<file path="config.mk">
export PLATFORM = sky130hd
export DESIGN_NAME = hw_monitor_reading_convert
export DESIGN_NICKNAME = d
export VERILOG_FILES = /design/src/sv/hmrc_pkg.sv /design/src/sv/hmrc_dec.sv /design/src/sv/hw_monitor_reading_convert.sv
export VERILOG_INCLUDE_DIRS = /design/src /design/src/sv
export SDC_FILE = /design/constraint.sdc
export NUM_CORES = 1
export LEC_CHECK = 0
export BUFFER_PORTS_ARGS = -buffer_cell sky130_fd_sc_hd__buf_2
export CORE_MARGIN = 10
export CORE_UTILIZATION = 50
export CTS_BUF_LIST = sky130_fd_sc_hd__clkbuf_2
export CTS_CLUSTER_SIZE = 10
export DETAILED_ROUTE_END_ITERATION = 10
export PLACE_DENSITY = 0.78
export SYNTH_ARGS = -nofsm -noshare
export SYNTH_HDL_FRONTEND = slang
export SYNTH_SLANG_ARGS = --single-unit
</file>
<file path="constraint.sdc">
create_clock -name clk -period 18.5 [get_ports clk]
set_input_delay 4.625 -clock clk [delete_from_list [all_inputs] [get_ports clk]]
set_output_delay 4.625 -clock clk [all_outputs]
set_load 0.02 [all_outputs]
</file>
<file path="src/sv/hw_monitor_reading_convert_defines.svh">
// assertion macros for the reading converter
`ifndef HW_MONITOR_READING_CONVERT_DEFINES_SVH
`define HW_MONITOR_READING_CONVERT_DEFINES_SVH

`ifndef SYNTHESIS
`define HMRC_ASSERT(lbl, prop, msg) \
	lbl: assert property (@(posedge clk) disable iff (!arst_n) prop) else $error(msg);
`define HMRC_NEVER(lbl, expr, msg) \
	lbl: assert property (@(posedge clk) disable iff (!arst_n) !(expr)) else $error(msg);
`else
`define HMRC_ASSERT(lbl, prop, msg)
`define HMRC_NEVER(lbl, expr, msg)
`endif

`endif

</file>
<file path="src/sv/hmrc_pkg.sv">
package hmrc_pkg;

	localparam int CLK_W = 24;
	localparam int CNT_W = 8;
	localparam int READ_W = 16;
	localparam int EXP_W = 3;

	localparam logic [CLK_W-1:0] FAN_CLK_RESET = 24'd1350000;
	localparam logic [READ_W-1:0] SAT16 = 16'hFFFF;
	localparam logic [CNT_W-1:0] CNT_FULL = 8'hFF;

	localparam logic [3:0] VOLT_CHANNELS = 4'd9;
	localparam logic [3:0] TEMP_CHANNELS = 4'd3;
	localparam logic [3:0] FAN_CHANNELS = 4'd3;

	localparam logic [1:0] FUNC_VOLT = 2'd0;
	localparam logic [1:0] FUNC_TEMP = 2'd1;
	localparam logic [1:0] FUNC_FAN = 2'd2;

	localparam logic [3:0] CH_FAN0 = 4'd0;
	localparam logic [3:0] CH_FAN1 = 4'd1;
	localparam logic [3:0] CH_TEMP0 = 4'd0;

	typedef struct packed {
		logic [1:0] func;
		logic [3:0] channel;
		logic [7:0] raw_value;
		logic [7:0] low_byte;
		logic [7:0] divisor_high;
	} in_t;

	typedef struct packed {
		logic [READ_W-1:0] reading;
		logic status;
	} out_t;

	typedef struct packed {
		logic is_fan;
		out_t res;
	} tag_t;

	typedef struct packed {
		tag_t tag;
		logic [CLK_W-1:0] dividend;
		logic [CNT_W-1:0] divisor;
	} front_t;

	typedef struct packed {
		logic [CNT_W-1:0] rem;
		logic [CLK_W-1:0] num;
	} div_t;

endpackage

</file>
<file path="src/sv/hmrc_dec.sv">
module hmrc_dec (
	input hmrc_pkg::in_t item,
	input logic [hmrc_pkg::CLK_W-1:0] fan_count_clock,
	output hmrc_pkg::front_t front
);
	import hmrc_pkg::*;

	logic [EXP_W-1:0] fan_exp;
	logic half;
	logic [8:0] temp9;
	logic cnt_zero;
	logic cnt_full;

	always_comb begin
		unique case (item.channel)
			CH_FAN0: fan_exp = {item.divisor_high[5], item.low_byte[5:4]};
			CH_FAN1: fan_exp = {item.divisor_high[6], item.low_byte[7:6]};
			default: fan_exp = {item.divisor_high[7], item.low_byte[7:6]};
		endcase
	end

	assign half = (item.channel == CH_TEMP0) ? 1'b0 : item.low_byte[7];
	assign temp9 = {item.raw_value, half};
	assign cnt_zero = (item.raw_value == '0);
	assign cnt_full = (item.raw_value == CNT_FULL);

	always_comb begin
		front.tag.is_fan = 1'b0;
		front.tag.res.reading = '0;
		front.tag.res.status = 1'b1;
		front.dividend = fan_count_clock >> fan_exp;
		front.divisor = item.raw_value;
		unique case (item.func)
			FUNC_VOLT: begin
				if (item.channel < VOLT_CHANNELS) begin
					front.tag.res.reading = {{(READ_W-CNT_W){1'b0}}, item.raw_value};
					front.tag.res.status = 1'b0;
				end
			end
			FUNC_TEMP: begin
				if (item.channel < TEMP_CHANNELS) begin
					front.tag.res.reading = {{(READ_W-9){temp9[8]}}, temp9};
					front.tag.res.status = 1'b0;
				end
			end
			FUNC_FAN: begin
				if (item.channel < FAN_CHANNELS) begin
					front.tag.res.status = 1'b0;
					if (cnt_full) begin
						front.tag.res.reading = SAT16;
					end else if (!cnt_zero) begin
						front.tag.is_fan = 1'b1;
					end
				end
			end
			default: begin
				front.tag.res.status = 1'b1;
			end
		endcase
	end

endmodule

</file>
<file path="src/sv/hw_monitor_reading_convert.sv">
// done and result are registered; a started beat passes the decode, divider and output registers in turn
// throughput: one beat per cycle, busy never asserts
// the pipeline is a decode stage, four divider stages of 6 quotient bits each and the output register
// async reset clears all valid bits and loads fan_count_clock with 1350000
// the receiver cannot stall; results are never held back
`include "hw_monitor_reading_convert_defines.svh"

module hw_monitor_reading_convert (
	input logic clk,
	input logic arst_n,
	input logic start,
	output logic busy,
	input hmrc_pkg::in_t item,
	input logic cfg_we,
	input logic [hmrc_pkg::CLK_W-1:0] cfg_wdata,
	output logic done,
	output hmrc_pkg::out_t result
);
	import hmrc_pkg::*;

	localparam int STEP_BITS = 6;

	function automatic div_t div_bits(input div_t d, input logic [CNT_W-1:0] den);
		div_t r;
		logic [CNT_W:0] t;
		logic ge;
		r = d;
		for (int i = 0; i < STEP_BITS; i++) begin
			t = {r.rem, r.num[CLK_W-1]};
			ge = (t >= {1'b0, den});
			r.num = {r.num[CLK_W-2:0], ge};
			r.rem = ge ? CNT_W'(t - {1'b0, den}) : t[CNT_W-1:0];
		end
		return r;
	endfunction

	logic [CLK_W-1:0] fan_clk_q;
	front_t front;

	logic v_s1, v_s2, v_s3, v_s4, v_s5;
	tag_t tag_s1, tag_s2, tag_s3, tag_s4, tag_s5;
	div_t div_s1, div_s2, div_s3, div_s4, div_s5;
	logic [CNT_W-1:0] den_s1, den_s2, den_s3, den_s4;
	logic done_q;
	out_t res_q;
	out_t res_next;

	assign busy = 1'b0;

	hmrc_dec u_dec (
		.item(item),
		.fan_count_clock(fan_clk_q),
		.front(front)
	);

	always_ff @(posedge clk or negedge arst_n) begin
		if (!arst_n) begin
			fan_clk_q <= FAN_CLK_RESET;
			v_s1 <= 1'b0;
			v_s2 <= 1'b0;
			v_s3 <= 1'b0;
			v_s4 <= 1'b0;
			v_s5 <= 1'b0;
			done_q <= 1'b0;
		end else begin
			if (cfg_we) begin
				fan_clk_q <= cfg_wdata;
			end
			v_s1 <= start && !busy;
			v_s2 <= v_s1;
			v_s3 <= v_s2;
			v_s4 <= v_s3;
			v_s5 <= v_s4;
			done_q <= v_s5;
		end
	end

	always_ff @(posedge clk) begin
		tag_s1 <= front.tag;
		div_s1 <= '{rem: '0, num: front.dividend};
		den_s1 <= front.divisor;

		tag_s2 <= tag_s1;
		div_s2 <= div_bits(div_s1, den_s1);
		den_s2 <= den_s1;

		tag_s3 <= tag_s2;
		div_s3 <= div_bits(div_s2, den_s2);
		den_s3 <= den_s2;

		tag_s4 <= tag_s3;
		div_s4 <= div_bits(div_s3, den_s3);
		den_s4 <= den_s3;

		tag_s5 <= tag_s4;
		div_s5 <= div_bits(div_s4, den_s4);

		res_q <= res_next;
	end

	always_comb begin
		res_next = tag_s5.res;
		if (tag_s5.is_fan) begin
			res_next.status = 1'b0;
			res_next.reading = (|div_s5.num[CLK_W-1:READ_W]) ? SAT16
				: div_s5.num[READ_W-1:0];
		end
	end

	assign done = done_q;
	assign result = res_q;

	`HMRC_ASSERT(a_latency, start && !busy |-> ##6 done, "accepted beat did not complete")
	`HMRC_ASSERT(a_no_orphan, done |-> $past(start && !busy, 6), "result without accepted beat")
	`HMRC_ASSERT(a_status_zero, done && result.status |-> result.reading == '0, "unsupported beat with nonzero reading")
	`HMRC_NEVER(a_fan_tag, v_s1 && tag_s1.is_fan && tag_s1.res.status, "fan divide on unsupported beat")

endmodule
</file>
==> metrics.md <==
| Metric | Value |
|---|---|
| GR Overflow Total | `0` |
| CTS tree | `built` |
| Routed WL per cell | `roughly 16 µm` |
| FF+latch count, synth | `278` |
| DRT Wirelength | `roughly 38,000 µm` |
| Cell row count | `67` |
| Peak Freq | `between 60 and 70 MHz` |
| Hold_buf cts | `0` |
| Layout Skew | `95.9 ps` |
| CTS root buf | `clkbuf_2` |
| 1st-iter DRT viols | `roughly 770` |
| Sequential element share of the synthesized area | `0.338` |
| I/O Buffers | `66` |
| Initial antenna violation count | `2` |
| Final net count | `between 2,000 and 2,500` |
| Die width | `slightly above 200 µm` |
| Largest net degree at the start of global routing | `31` |
| Outcome | `finished clean` |
| Worst slew pin tran | `1150 ps` |
| Worst-Skew Late Latency | `roughly 890 ps` |
| Drt first pass iters | `7` |
| H-tree levels | `3` |
| CTS clock-pin slew for the worst setup and hold paths | `100 ps` |
| Crit path DAT | `about 17,000 ps` |
| Most common library cells after synthesis | `dfxtp_1, ha_1, inv_1` |
| Slowest cell on crit path | `a2111oi_4` |
| Hold slack | `just under 300 ps` |
| Fin crit share | `0.865` |
| Syn Area/Cell | `between 9 and 10 µm²` |
| Synth warn | `0` |
| R2R setup slack | `approximately 2500 ps` |
| Final Wtd Congestion | `0.922` |
| First-pass GRT wire length | `about 63,000 µm` |
| Critical Path Max Stage Delay | `between 700 and 800 ps` |
| Synth Flop Type | `dfxtp_1` |
| Setup crit start kind | `register` |
| CTS Sinks | `roughly 280` |
| Most used cell, CP | `o21ai_0` |
| Post-CTS setup repair buffer count | `0` |
| Setup repair after global routing missed its margin | `no` |
| Worst-path maximum fanout | `18` |
| Syn Nets | `2,008` |
| Via count | `~13,000` |
| Share of cells above drive strength 1 | `0.182` |
| Synth-to-layout area growth | `8.62%` |
| Core Box Area | `roughly 33,000 µm²` |
| Vias in the first global route | `around 13,000` |
| Remaining DRCs | `0` |
| Post-route ant nets | `0` |
| Fin. Hold Viols | `0` |
| Synth area leaders | `dfxtp_1, ha_1, mux2_2, xnor2_1, mux2i_1` |
| Finish-stage setup viols | `0` |
| CP Class | `register to register` |
| Die Span Y | `slightly above 200 µm` |
| I/O pins | `a little under 80` |
| Setup tns final | `0 ps` |
| Critical path endpoint category | `register` |
| Gr usage total | `0.180` |
| Slew margin rel. | `0.224` |
| CP Data Required Time | `19,210 ps` |
| DIE AREA | `about 42,000 µm²` |
| Vias per cell | `~5.6` |
| CTS Buf Count | `a little under 70` |
| Detail Placement HPWL | `around 30,000 µm` |
| Initial Utilization | `0.506` |
| Fin. max-slew vios | `0` |
| Post-route minimum period | `16,010 ps` |
| Post-synth cell types | `between 90 and 100` |
| Cell Area, Synth | `16,900 µm²` |
| Total of max-cap violations | `0` |
| Post-synth top area share | `0.293` |
| Hold/Removal Path Class | `register to register` |
| Clock Path Buffers | `3` |
| Top-count cell post-synth | `dfxtp_1` |
| Final instance area | `about 18,000 µm²` |
| Fraction of registers with async set/reset | `0.108` |
| Post-place instance area | `17,700 µm²` |
| CTS resizes | `0` |
| Top cell type by total area after synthesis | `dfxtp_1` |
| Post-synth EDFFs | `0` |
| Post-Synthesis Cells | `about 1,700` |
-- critical path, delay by kind of cell (launching register included) --
family	cells	cell delay [ps]
buffers and inverters	7	1410
AOI/OAI and AO/OA	29	7860
and+or+nand+nor	16	2980
muxes	3	1120
DFF	1	580
adders and majority gates	6	1930
-- per-layer routing --
layer	GRT usage	wire, µm
met3	0.0349	1680
met2	0.309	18000
met5	0	0
met1	0.217	17100
met4	0.0677	992
-- cells in the final DEF (no fill, tap or decap), types with 34 or more instances in the layout --
master    count
a21o_1       40
a21oi_1      90
buf_2        66
clkbuf_2     98
dfxtp_1     248
ha_1        186
inv_1       139
mux2_2      103
mux2i_1      55
nand2_1      85
nor2_1      112
nor2b_1      41
o21a_1       34
o21ai_0      89
xnor2_1      65
-- per-stage QoR --
stage	worst slack, ps	instances	utilization
4_1_cts	2680	2343	0.550
3_3_place_gp	3040	2226	0.529
2_1_floorplan	5230	1742	-
3_5_place_dp	2700	2226	0.529
6_report	2490	2345	0.550
5_1_grt	1260	2345	0.550
-- flip-flops by register name, summed over array words and instances (netlist names), 17 cells and up --
signal	count
div_s1	24
result	17
div_s3	32
fan_clk_q	24
div_s4	32
div_s2	32
div_s5	24
-- logic make-up (layout without fill, tap and decap cells) --
| family | Yosys count | in the layout | synth area share |
|---|---|---|---|
| AOI/OAI and AO/OA | 396 | 396 | 0.160 |
| and+or+nand+nor | 406 | 406 | 0.121 |
| adders and majority gates | 208 | 208 | 0.163 |
| muxes | 180 | 180 | 0.126 |
| DFF | 278 | 278 | 0.338 |
| other | 1 | 3 | 0.000221 |
| buffers and inverters | 177 | 330 | 0.0414 |
| xor gates and xnor gates | 96 | 96 | 0.0496 |
-- final timing paths --
kind	from	cells past startpoint	to
min	tag_s3[15]	0	tag_s4[15]
min reg2reg	tag_s3[15]	0	tag_s4[15]
max reg2reg	den_s2[1]	61	div_s3[26]
max	den_s2[1]	61	div_s3[26]
max in group asynchronous	arst_n	1	v_s3
min in group asynchronous	arst_n	1	fan_clk_q[17]
-- layout make-up --
cell class | count | area [µm²]
fill | 2951 | 15100
multi-input combinational | 1287 | 10500
sequential | 278 | 5730
tap | 448 | 561
inverter | 145 | 544
clock buffer | 98 | 490
timing repair buffer | 68 | 345
clock inverter | 19 | 190
antenna | 2 | 5.00
Power is left out: the tool's default activity adds up to more than one toggle a clock period on the data nets, which glitch-free logic cannot reach.
